==> src/daily_timer_schedule_select_top_assert.svh <==
// Assertion helpers shared by the schedule select RTL.
// Each macro expects clk and rst to be in scope.
`ifndef DAILY_TIMER_SCHEDULE_SELECT_TOP_ASSERT_SVH
`define DAILY_TIMER_SCHEDULE_SELECT_TOP_ASSERT_SVH

// Same-cycle implication, checked outside reset.
`define DTSS_ASSERT_NOW(lbl, ant, cons, msg) \
  lbl: assert property (@(posedge clk) disable iff (rst) (ant) |-> (cons)) else $error(msg);

// Next-cycle implication, checked outside reset.
`define DTSS_ASSERT_NEXT(lbl, ant, cons, msg) \
  lbl: assert property (@(posedge clk) disable iff (rst) (ant) |=> (cons)) else $error(msg);

`endif

==> src/dtss_pkg.sv <==
// ----------------------------------------------------------------------------
// dtss_pkg
// Shared types and constants for the daily timer schedule select block.
// ----------------------------------------------------------------------------
package dtss_pkg;

  // Table size default and fixed field widths
  localparam int MAX_TIMERS_DEF = 16;
  localparam int TIME_W         = 11;
  localparam int PRESET_W       = 8;
  localparam int BRI_W          = 8;
  localparam int HOUR_W         = 5;
  localparam int MINUTE_W       = 6;
  localparam int KIND_W         = 2;
  localparam int CFG_IDX_W      = 2;
  localparam int CFG_DATA_W     = 11;
  localparam int OUT_IDX_W      = 4;

  localparam logic [BRI_W-1:0]  DEFAULT_BRIGHTNESS = 8'd100;
  localparam logic [TIME_W-1:0] MIN_PER_HOUR       = 11'd60;
  localparam logic [TIME_W-1:0] SUNRISE_RESET      = 11'd360;
  localparam logic [TIME_W-1:0] SUNSET_RESET       = 11'd1080;

  // Timer kinds
  localparam logic [KIND_W-1:0] KIND_REGULAR = 2'd0;
  localparam logic [KIND_W-1:0] KIND_SUNRISE = 2'd1;
  localparam logic [KIND_W-1:0] KIND_SUNSET  = 2'd2;

  // Item modes
  localparam logic MODE_WRITE = 1'b0;
  localparam logic MODE_QUERY = 1'b1;

  // Configuration register indexes
  localparam logic [CFG_IDX_W-1:0] CFG_TIMER_COUNT  = 2'd0;
  localparam logic [CFG_IDX_W-1:0] CFG_PRESET_COUNT = 2'd1;
  localparam logic [CFG_IDX_W-1:0] CFG_SUNRISE      = 2'd2;
  localparam logic [CFG_IDX_W-1:0] CFG_SUNSET       = 2'd3;

  // One timer table entry, 30 bits
  typedef struct packed {
    logic                enabled;
    logic [KIND_W-1:0]   kind;
    logic [HOUR_W-1:0]   hour;
    logic [MINUTE_W-1:0] minute;
    logic [PRESET_W-1:0] preset;
    logic [BRI_W-1:0]    brightness;
  } entry_t;

  localparam int ENTRY_W = $bits(entry_t);

  // Per-entry control for one latest-time tracker
  typedef struct packed {
    logic              clear;
    logic              hit;
    logic [TIME_W-1:0] t;
    logic [TIME_W-1:0] now;
  } track_ctl_t;

endpackage

==> src/dtss_ram.sv <==
// ----------------------------------------------------------------------------
// dtss_ram
// Generic single-port-write, single-port-read RAM with registered read data.
// ----------------------------------------------------------------------------
module dtss_ram #(
  parameter int WIDTH = 30,
  parameter int DEPTH = 16
) (
  input  logic                                   clk,
  input  logic                                   we,
  input  logic [(DEPTH > 1 ? $clog2(DEPTH) : 1)-1:0] waddr,
  input  logic [WIDTH-1:0]                       wdata,
  input  logic [(DEPTH > 1 ? $clog2(DEPTH) : 1)-1:0] raddr,
  output logic [WIDTH-1:0]                       rdata
);

  logic [WIDTH-1:0] mem [DEPTH];

  // Write port
  always_ff @(posedge clk) begin
    if (we) begin
      mem[waddr] <= wdata;
    end
  end

  // Registered read port
  always_ff @(posedge clk) begin
    rdata <= mem[raddr];
  end

endmodule

==> src/dtss_track.sv <==
// ----------------------------------------------------------------------------
// dtss_track
// Latest-time tracker: keeps the latest hit at or before now and the latest
// hit overall, earliest hit winning ties; reports the first when present.
// ----------------------------------------------------------------------------
module dtss_track #(
  parameter int VW = 8
) (
  input  logic                clk,
  input  logic                rst,
  input  dtss_pkg::track_ctl_t ctl,
  input  logic [VW-1:0]       v,
  output logic                found,
  output logic [VW-1:0]       val
);

  import dtss_pkg::*;

  logic              b_ok;
  logic [TIME_W-1:0] b_t;
  logic [VW-1:0]     b_v;
  logic              l_ok;
  logic [TIME_W-1:0] l_t;
  logic [VW-1:0]     l_v;
  logic              b_take;
  logic              l_take;

  // Strictly later replaces, so the earlier entry keeps a tie
  assign b_take = ctl.hit && (ctl.t <= ctl.now) && (!b_ok || (ctl.t > b_t));
  assign l_take = ctl.hit && (!l_ok || (ctl.t > l_t));

  // Valid flags
  always_ff @(posedge clk) begin
    if (rst || ctl.clear) begin
      b_ok <= 1'b0;
      l_ok <= 1'b0;
    end else begin
      if (b_take) b_ok <= 1'b1;
      if (l_take) l_ok <= 1'b1;
    end
  end

  // Candidate time and value
  always_ff @(posedge clk) begin
    if (b_take) begin
      b_t <= ctl.t;
      b_v <= v;
    end
    if (l_take) begin
      l_t <= ctl.t;
      l_v <= v;
    end
  end

  assign found = b_ok || l_ok;
  assign val   = b_ok ? b_v : l_v;

`include "daily_timer_schedule_select_top_assert.svh"

  `DTSS_ASSERT_NEXT(a_clear_empties, ctl.clear, !found, "tracker not empty after clear")
  `DTSS_ASSERT_NEXT(a_hit_found, ctl.hit && !ctl.clear, found, "hit did not register")
  `DTSS_ASSERT_NOW(a_overall_covers, b_ok, l_ok && (l_t >= b_t), "overall latest below bounded")

endmodule

==> src/daily_timer_schedule_select_top.sv <==
// ----------------------------------------------------------------------------
// daily_timer_schedule_select_top
// Daily timer table with a schedule query over the entries in use.
// ----------------------------------------------------------------------------
// Write item: entry stored at the accepting edge, no result.
// Query item: one table read per cycle over the n entries in use, then done
//   strobes with the result.
// busy is low in the done cycle, so the next query can be accepted then.
// Reset (synchronous): control, configuration and tracker flags to defaults; the table is not cleared.
// ----------------------------------------------------------------------------
module daily_timer_schedule_select_top #(
  parameter int MAX_TIMERS = dtss_pkg::MAX_TIMERS_DEF
) (
  input  logic                              clk,
  input  logic                              rst,
  // command channel
  input  logic                              start,
  output logic                              busy,
  input  logic                              mode,
  input  logic [3:0]                        entry_index,
  input  logic                              entry_enabled,
  input  logic [dtss_pkg::KIND_W-1:0]       entry_kind,
  input  logic [dtss_pkg::HOUR_W-1:0]       entry_hour,
  input  logic [dtss_pkg::MINUTE_W-1:0]     entry_minute,
  input  logic [dtss_pkg::PRESET_W-1:0]     entry_preset,
  input  logic [dtss_pkg::BRI_W-1:0]        entry_brightness,
  input  logic [dtss_pkg::TIME_W-1:0]       now_minutes,
  input  logic                              time_valid,
  input  logic [dtss_pkg::PRESET_W-1:0]     query_preset,
  // result channel
  output logic                              done,
  output logic                              preset_found,
  output logic [dtss_pkg::PRESET_W-1:0]     chosen_preset,
  output logic                              timer_found,
  output logic [dtss_pkg::OUT_IDX_W-1:0]    active_index,
  output logic [dtss_pkg::BRI_W-1:0]        preset_brightness,
  // configuration port
  input  logic                              cfg_we,
  input  logic [dtss_pkg::CFG_IDX_W-1:0]    cfg_index,
  input  logic [dtss_pkg::CFG_DATA_W-1:0]   cfg_data
);

  import dtss_pkg::*;

  localparam int AW = (MAX_TIMERS > 1) ? $clog2(MAX_TIMERS) : 1;
  localparam int CW = $clog2(MAX_TIMERS + 1);

  localparam logic S_IDLE = 1'b0;
  localparam logic S_SCAN = 1'b1;

  // Configuration registers
  logic [4:0]          timer_count;
  logic [PRESET_W-1:0] preset_count;
  logic [TIME_W-1:0]   sunrise_time;
  logic [TIME_W-1:0]   sunset_time;

  // Control
  logic          state;
  logic [CW-1:0] issue;
  logic [CW-1:0] used;
  logic          pv;
  logic [AW-1:0] pidx;

  // Latched query
  logic                q_now_valid;
  logic [TIME_W-1:0]   q_now;
  logic [PRESET_W-1:0] q_preset;

  logic   accept;
  logic   query_go;
  logic   issue_more;
  logic   wr_en;
  entry_t wr_entry;
  entry_t rd_entry;
  logic [ENTRY_W-1:0] rd_raw;
  logic [TIME_W-1:0]  ent_time;
  logic               ent_timed;
  logic               ent_live;

  track_ctl_t t_ctl;
  track_ctl_t p_ctl;
  track_ctl_t b_ctl;
  logic          t_found;
  logic [AW-1:0] t_val;
  logic          p_found;
  logic [PRESET_W-1:0] p_val;
  logic          b_found;
  logic [BRI_W-1:0] b_val;

  assign accept   = start && !busy;
  assign query_go = accept && (mode == MODE_QUERY);
  assign busy     = (state == S_SCAN);

  // Configuration writes
  always_ff @(posedge clk) begin
    if (rst) begin
      timer_count  <= '0;
      preset_count <= '0;
      sunrise_time <= SUNRISE_RESET;
      sunset_time  <= SUNSET_RESET;
    end else if (cfg_we) begin
      case (cfg_index)
        CFG_TIMER_COUNT:  timer_count  <= cfg_data[4:0];
        CFG_PRESET_COUNT: preset_count <= cfg_data[PRESET_W-1:0];
        CFG_SUNRISE:      sunrise_time <= cfg_data[TIME_W-1:0];
        CFG_SUNSET:       sunset_time  <= cfg_data[TIME_W-1:0];
        default:          ;
      endcase
    end
  end

  // Entries in use, capped at the table size
  assign used = (int'(timer_count) > MAX_TIMERS) ? CW'(MAX_TIMERS) : CW'(timer_count);

  // Table write from a write item
  assign wr_en = accept && (mode == MODE_WRITE) && (int'(entry_index) < MAX_TIMERS);
  assign wr_entry = '{enabled:    entry_enabled,
                      kind:       entry_kind,
                      hour:       entry_hour,
                      minute:     entry_minute,
                      preset:     entry_preset,
                      brightness: entry_brightness};

  dtss_ram #(
    .WIDTH (ENTRY_W),
    .DEPTH (MAX_TIMERS)
  ) u_table (
    .clk   (clk),
    .we    (wr_en),
    .waddr (AW'(entry_index)),
    .wdata (wr_entry),
    .raddr (issue[AW-1:0]),
    .rdata (rd_raw)
  );

  assign rd_entry = entry_t'(rd_raw);

  // Scan sequencer: one read issued per cycle, read data and its index registered before use
  assign issue_more = (issue < used);

  always_ff @(posedge clk) begin
    if (rst) begin
      state <= S_IDLE;
      pv    <= 1'b0;
      done  <= 1'b0;
    end else begin
      done <= 1'b0;
      case (state)
        S_IDLE: begin
          pv <= 1'b0;
          if (query_go) begin
            state <= S_SCAN;
          end
        end
        S_SCAN: begin
          pv <= issue_more;
          if (!issue_more && !pv) begin
            state <= S_IDLE;
            done  <= 1'b1;
          end
        end
        default: state <= S_IDLE;
      endcase
    end
  end

  always_ff @(posedge clk) begin
    if (query_go) begin
      issue <= '0;
    end else if ((state == S_SCAN) && issue_more) begin
      issue <= issue + 1'b1;
    end
    pidx <= issue[AW-1:0];
  end

  // Query fields held for the scan
  always_ff @(posedge clk) begin
    if (query_go) begin
      q_now       <= now_minutes;
      q_now_valid <= time_valid;
      q_preset    <= query_preset;
    end
  end

  // Time of day of the entry just read
  always_comb begin
    ent_time  = '0;
    ent_timed = 1'b1;
    case (rd_entry.kind)
      KIND_REGULAR: ent_time = TIME_W'(rd_entry.hour) * MIN_PER_HOUR
                               + TIME_W'(rd_entry.minute);
      KIND_SUNRISE: ent_time = sunrise_time;
      KIND_SUNSET:  ent_time = sunset_time;
      default:      ent_timed = 1'b0;
    endcase
  end

  assign ent_live = pv && rd_entry.enabled && ent_timed;

  assign t_ctl = '{clear: query_go, hit: ent_live, t: ent_time, now: q_now};
  assign p_ctl = '{clear: query_go, hit: ent_live && (rd_entry.preset < preset_count),
                   t: ent_time, now: q_now};
  assign b_ctl = '{clear: query_go, hit: ent_live && (rd_entry.preset == q_preset),
                   t: ent_time, now: q_now};

  dtss_track #(.VW(AW)) u_timer (
    .clk (clk), .rst (rst), .ctl (t_ctl), .v (pidx), .found (t_found), .val (t_val)
  );

  dtss_track #(.VW(PRESET_W)) u_preset (
    .clk (clk), .rst (rst), .ctl (p_ctl), .v (rd_entry.preset),
    .found (p_found), .val (p_val)
  );

  dtss_track #(.VW(BRI_W)) u_bright (
    .clk (clk), .rst (rst), .ctl (b_ctl), .v (rd_entry.brightness),
    .found (b_found), .val (b_val)
  );

  // Result beat
  always_ff @(posedge clk) begin
    if ((state == S_SCAN) && !issue_more && !pv) begin
      preset_found      <= q_now_valid && p_found;
      chosen_preset     <= (q_now_valid && p_found) ? p_val : '0;
      timer_found       <= q_now_valid && t_found;
      active_index      <= (q_now_valid && t_found) ? OUT_IDX_W'(t_val) : '0;
      preset_brightness <= b_found ? b_val : DEFAULT_BRIGHTNESS;
    end
  end

`include "daily_timer_schedule_select_top_assert.svh"

  `DTSS_ASSERT_NOW(a_done_not_busy, done, !busy, "busy during result beat")
  `DTSS_ASSERT_NEXT(a_query_busy, query_go, busy && !done, "query did not start scan")
  `DTSS_ASSERT_NEXT(a_single_beat, done, !done, "more than one beat per query")
  `DTSS_ASSERT_NOW(a_preset_implies_timer, done && preset_found, timer_found,
                   "preset chosen without a timer")
  `DTSS_ASSERT_NOW(a_no_clock_nothing, done && !q_now_valid,
                   !preset_found && !timer_found, "choice made without valid clock")

endmodule
==> config.mk <==
export PLATFORM = sky130hd
export DESIGN_NAME = daily_timer_schedule_select_top
export DESIGN_NICKNAME = d
export VERILOG_FILES = /design/src/dtss_pkg.sv /design/src/dtss_ram.sv /design/src/dtss_track.sv /design/src/daily_timer_schedule_select_top.sv
export VERILOG_INCLUDE_DIRS = /design/src /design/src/src
export SDC_FILE = /design/constraint.sdc
export NUM_CORES = 1
export LEC_CHECK = 0
export ABC_AREA = 1
export BUFFER_PORTS_ARGS = -buffer_cell sky130_fd_sc_hd__buf_4
export CAP_MARGIN = 20
export CELL_PAD_IN_SITES_DETAIL_PLACEMENT = 0
export CELL_PAD_IN_SITES_GLOBAL_PLACEMENT = 2
export CORE_MARGIN = 2
export CORE_UTILIZATION = 45
export CTS_CLUSTER_DIAMETER = 120
export DETAILED_ROUTE_END_ITERATION = 7
export PLACE_DENSITY = 0.91
export SYNTH_ARGS = -nofsm -noshare
export SYNTH_HDL_FRONTEND = slang
export SYNTH_HIERARCHICAL = 1
export SYNTH_SLANG_ARGS = --single-unit
==> constraint.sdc <==
create_clock -name clk -period 11.5 [get_ports clk]
set_input_delay 1.725 -clock clk [delete_from_list [all_inputs] [get_ports clk]]
set_output_delay 1.725 -clock clk [all_outputs]
set_load 0.02 [all_outputs]
Word-level counts from Yosys, hierarchy flattened
Memory sizes are Yosys's and may differ from the RTL's. A register that Yosys moved wholly into a read port is not among the register bits.
Index checks and enable logic that the tools add are counted.
Cells by class
  mux-type cells: 13
  bitwise logic cells: 2
  $lt $le $gt $ge: 10
  reductions and logical operators: 49
  eq/ne operators: 6
  $mul: 1
  add/subtract/negate cells: 2
Operators with widths (count)
  11-bit greater-than comparator: 6
  11-bit one-hot mux with 3 select lines: 1
  1-bit logical AND: 22
  8-bit 2-to-1 mux: 2
  11-bit by 6-bit adder with 11-bit output: 1
  11-bit less-or-equal comparator: 1
  1-bit logical OR: 10
  1-bit logical NOT: 9
  5-bit by 4-bit multiplier with 9-bit output, second input constant: 1
  8-bit equality test: 1
  8-bit less-than comparator: 1
  2-bit AND reduction: 4
  2-bit equality test, second input constant: 3
  1-bit 2-to-1 mux: 6
  5-bit by 1-bit adder with 5-bit output, second input constant: 1
  5-bit greater-than comparator, second input constant: 1
  5-bit less-than comparator: 1
  5-bit 2-to-1 mux: 1
  2-bit by 1-bit equality test with 1-bit output, second input constant: 2
  2-bit logical NOT: 2
  4-bit 2-to-1 mux: 1
  1-bit one-hot mux with 2 select lines: 2
  3-bit OR reduction: 1
  1-bit NOT: 2
  2-bit OR reduction: 1
Word-level totals
  register bits after elaboration: 201
  RAM bits: 480
  output and inout port bits: 24
  input port bits: 72
  word-level logic and storage cells: 119
  memories: 1
Memory list
  u_table.mem: depth 16, width 30, read ports 1, clocked after Yosys merged registers in 1, wr ports 1, line dtss_ram.sv:17  | logic [WIDTH-1:0] mem [DEPTH];

Logic depth before layout (Yosys ltp)
  depth in word-level cells: 7
  mapped depth: 26
  gate-level depth less buffers: 26

Modules after synthesis
Netlist, hierarchy kept.
Modules (own cells, without submodules)
  dtss_ram: area an instance 21299.2 um2, times used 1, cells an instance 1989, sequential area each 15014.4 um2
  daily_timer_schedule_select_top: area an instance 4451.8 um2, times used 1, cells an instance 512, sequential area each 2202.1 um2
  dtss_track (u_bright ...): area an instance 2213.4 um2, times used 2, cells an instance 215, sequential area each 1181.1 um2
  dtss_track (u_timer): area an instance 1946.9 um2, times used 1, cells an instance 195, sequential area each 940.9 um2

Worst setup path before layout
No wires, ideal clock.
  path type: register to register
  from: register u_table.rdata[22] (read register of u_table.mem)
  to: register u_bright.l_t[0], enable pin
  buffers on the path: 0
  stages on the path, launching flop included: 22
  library setup time: 0.401 ns
  arrival time: 4.845 ns
  period minus slack after synthesis: 5.246 ns
  required time: 11.099 ns
  path slack: 6.254 ns
  cells stage by stage: dfxtp_1 -> fa_1 -> inv_1 -> fa_1 -> fa_1 -> inv_1 -> ha_1 -> nand2_1 -> nand2_1 -> nor2_1 -> nor2_1 -> nand2_2 -> a21oi_1 -> o21ai_0 -> nand3_1 -> ha_1 -> nand2_1 -> nor2_1 -> nand3_1 -> nand3_1 -> nand2_1 -> a21oi_1
RTL lines
  from (decl): line dtss_ram.sv:14  | output logic [WIDTH-1:0] rdata
  to (signal assigned): line dtss_track.sv:50  | l_t <= ctl.t;
  to (decl): line dtss_track.sv:23  | logic [TIME_W-1:0] l_t;

==> results.md <==
- CTS tree: built
- Cell with the most instances after synthesis: nand2_1
- CP startpoint kind: flop
- Adder-cell share of the synthesized area: 5.44%
- Critical Path Max Stage Delay: 0.85 ns
- Switching Share: 31.6%
- R2r startpoint: u_table/rdata[22]
- Inst Count DP: 4,089
- Starting Density: 45.6%
- Root Driver: clkbuf_16
- Antenna viol nets, final: 0
- Clock slew at the register clock pins of the worst setup and hold paths: 0.06 ns
- Crit path buffers/inverters: 2
- Crit path top cell by count: nor2_1
- Relative slew margins: 27.9%
- Finished Layout Cells: 4,241
- WP data required: 11.73 ns
- Max Fanout on Critical Path: 19
- Yosys warning total: 6
- Setup Skew: 0.0297 ns
- Min-delay src: u_table/rdata[0]
- Drt first pass iters: 7
- Seq pwr share: 40.9%
- Post-CTS sizing: 0
- #FFs+latches synth: 711
- Max Slew Vio Count: 0
- Die footprint: 73,500 um2
- Number of global-route vias before repair: 20,800
- Largest buffer count on any clock path: 3
- Worst-Margin Slew: 1.08 ns
- Layout cell share with drive strength beyond 1: 9.79%
- Delay-heaviest family, CP: adder cells
- Fmax: 0.170 GHz
- Logic pwr share: 25.1%
- Crit path DAT: 6.11 ns
- Clock latency on the worst-skew pair: 0.63 ns
- Final wirelength: 79.5 mm
- Core area: 70,400 um2
- Hold Path Sink: u_bright/b_v[0]
- Synthesis-to-finish area growth: 13.4%
- CTS buffer count: 80
- Worst Hold Depth: 0
- Footprint of the multi-input gates: 8820 um2
- Yosys cell types: 43
- Leakage power: 15.9 nW
- Synthesized Nets: 3,333
- Largest cells by area after synthesis: edfxtp_1 (59%), nand2_1 (10%), inv_1 (6.8%)
- IO Port Bufs: 95
- R2R setup slack: 5.62 ns
- RR Endpoint: u_bright/l_v[0]
- Critical path's slowest cell: a21oi_2
- Critical Path, Cell by Cell: fa_1 > inv_1 > fa_1 > fa_1 > inv_1 > ha_1 > nand2_1 > nor2_1 > nor2_1 > nor2_1 > nand2_2 > o21ai_0 > nand3_1 > ha_1 > nand2_1 > nor2_1 > nand3_1 > nand3_1 > nand2_1 > a21oi_2
- Post-synthesis mux area share: 0%
- Post-DP HPWL: 44.4 mm
- Hold Buf Count CTS: 0
- Fillers: 6,198
- GRT Total Usage: 21.6%
- CP Capture Type: flop
- Synth Area in XOR/XNOR: 0.382%
- Routed vias: 21,300
- Std cell rows: 97
- Clock Power Share: 34.0%
- Psw: 2.32 mW
- Post-Synth Simple-Gate Area: 18.7%
- Worst reg2reg path depth: 20
- Wire length per cell: 18.8 um
- Crit path kind: flop to flop
- PwrDens: 202 nW/um2
- Peak VDD IR: 0.000120 V
- Number of synthesized flops with an enable pin: 628
- Crit path time final: 5.88 ns
- Die Ht: 271 um
- Final Hold Viols: 0
- Iteration-0 DRC Markers: 1,552
- Fin Setup TNS: 0 ns
- Hold Crit Class: flop to flop
- Layout Nets: 3,439
- Cell taking the most area after synthesis: edfxtp_1
- Post-synth ARST share: 0%
- Congestion Overflow GR: 0
- Mapped cell area: 32,100 um2
- Compound-gate portion of the synthesized area: 2.46%
- First-pass GRT wire length: 121 mm
- Top cell type's share of synthesized area: 58.7%
- # H-tree levels: 3
- Post-CTS Setup Bufs: 0
- Final worst-path cycle share: 51.1%
- Sequential share of the synthesized area: 63.9%
- Int Pwr: 5.02 mW
- Post-synth top cells: nand2_1 (887), edfxtp_1 (628), inv_1 (584)
- Via density: 5.03
- Post-DP Area: 33,800 um2
- Drt drc: 0
- # clock sinks: 711
- Largest net degree at the start of global routing: 202
- Status: completed
- Total of max-cap violations: 0
- Main combinational cell family by area after synthesis: simple AND/OR/NAND/NOR gates
- Gpl congestion: 0.805
- Num ports: 96
- Post-synth top flop: edfxtp_1
- Cells after synthesis: 3,126
- RSZ-0062 raised after global routing: false
- Die W: 271 um
- Worst Hold Slack: 0.426 ns
- Post-Layout Inst Area: 36,400 um2
- Seq. cell area: 20,500 um2
- Final setup viols: 0
- Mean post-synth cell area: 10.3 um2
- Initial antenna violation count: 4
## cell usage in the layout (no fill, tap or decap), types with 3 or more instances in the layout
cell	Yosys	routed
nand2_1	887	887
edfxtp_1	628	628
inv_1	584	583
nand3_1	406	406
buf_4	10	129
ha_1	127	127
clkbuf_16	0	81
dfxtp_1	83	79
a21oi_1	73	71
nor2_1	75	58
o21ai_0	41	41
clkinv_2	0	23
nor2_4	3	19
clkbuf_1	22	15
nand4_1	14	14
nand2_2	11	11
clkinv_1	3	11
a21oi_2	7	9
xnor2_1	8	8
fa_1	8	8
nand3b_1	7	7
o21a_1	7	7
xor2_1	6	6
bufinv_16	0	6
inv_2	6	6
o211ai_1	5	5
inv_6	0	5
clkinvlp_4	0	5
nor2_2	3	4
nor3_1	4	4
clkbuf_8	0	4
a21o_1	4	4
nand2_4	3	3
## power groups by stage
stage / combinational [mW] / sequential [mW] / clock [mW]
2_1_floorplan: 1.36 / 3.02 / 0
3_3_place_gp: 1.79 / 3.06 / 0
3_5_place_dp: 1.85 / 3.06 / 0
4_1_cts: 1.86 / 3.01 / 2.54
5_1_grt: 2.11 / 3.01 / 2.65
6_report: 1.84 / 3.00 / 2.50
## logic make-up (layout without fill, tap and decap cells)
family / after synthesis / after routing
AND/OR/NAND/NOR: 1421 / 1421
flip-flops: 711 / 711
buffers and inverters: 703 / 876
AO/OA/AOI/OAI: 142 / 142
adder cells (fa/ha/maj): 135 / 135
XOR/XNOR: 14 / 14
other: 0 / 2
## routing by layer
metal | GRT usage (%) | part of all wire (%) | vias to the layer above
met5 | 0 | 0 | -
met4 | 8.16 | 3.5 | 0
li1 | - | - | 10400
met3 | 3.26 | 5.2 | 177
met1 | 26.9 | 42 | 10300
met2 | 38.0 | 50 | 553
## metrics by stage
step | total power, mW | worst slack (ns) | utilization, %
after global routing | 7.77 | 5.20 | 51.7
after detailed placement | 4.91 | 5.47 | 48.0
after floorplan | 4.38 | 6.25 | -
after global placement | 4.85 | 5.60 | 47.9
final | 7.34 | 5.62 | 51.7
after CTS | 7.41 | 5.44 | 51.7
## worst register-to-register path: cells and delay by family, from the launching register on
kind / cells / cell delay [ns]
flip-flops: 1 / 0.34
adder cells (fa/ha/maj): 5 / 2.48
buffers and inverters: 2 / 0.09
AO/OA/AOI/OAI: 2 / 1.03
AND/OR/NAND/NOR: 11 / 1.57
## how the worst max path moves through the flow
stage,start,endpoint,slack [ns],cells past startpoint
detailed placement,u_table/rdata[22],u_bright/b_v[1],5.47,23
CTS,u_table/rdata[22],u_bright/b_t[1],5.44,23
finish,u_table/rdata[22],u_bright/l_v[0],5.62,20
floorplan,u_table/rdata[22],u_bright/l_t[0],6.25,21
global route,u_table/rdata[22],u_preset/b_t[3],5.20,22
global placement,u_table/rdata[22],u_bright/b_v[0],5.60,23
## area by class of cell
class                           count  share of cell area, %
Inverter                          594                   6.14
Sequential cell                   711                   56.4
Clock inverter                     49                   1.24
Timing Repair Buffer              133                   2.91
Clock buffer                      100                   5.87
Multi-Input combinational cell   1712                   24.2
Antenna cell                        2                 0.0137
Tap cell                          940                   3.23
## state kept, by name (all words and copies together) (netlist names), 11 cells and up
register / flops
sunset_time: 11
u_timer/l_t: 11
u_timer/b_t: 11
u_bright/b_t: 11
u_bright/l_t: 11
u_preset/b_t: 11
u_table/rdata: 30
u_preset/l_t: 11
u_table/mem: 480
sunrise_time: 11
q_now: 11
(Power assumes the default switching activity.)
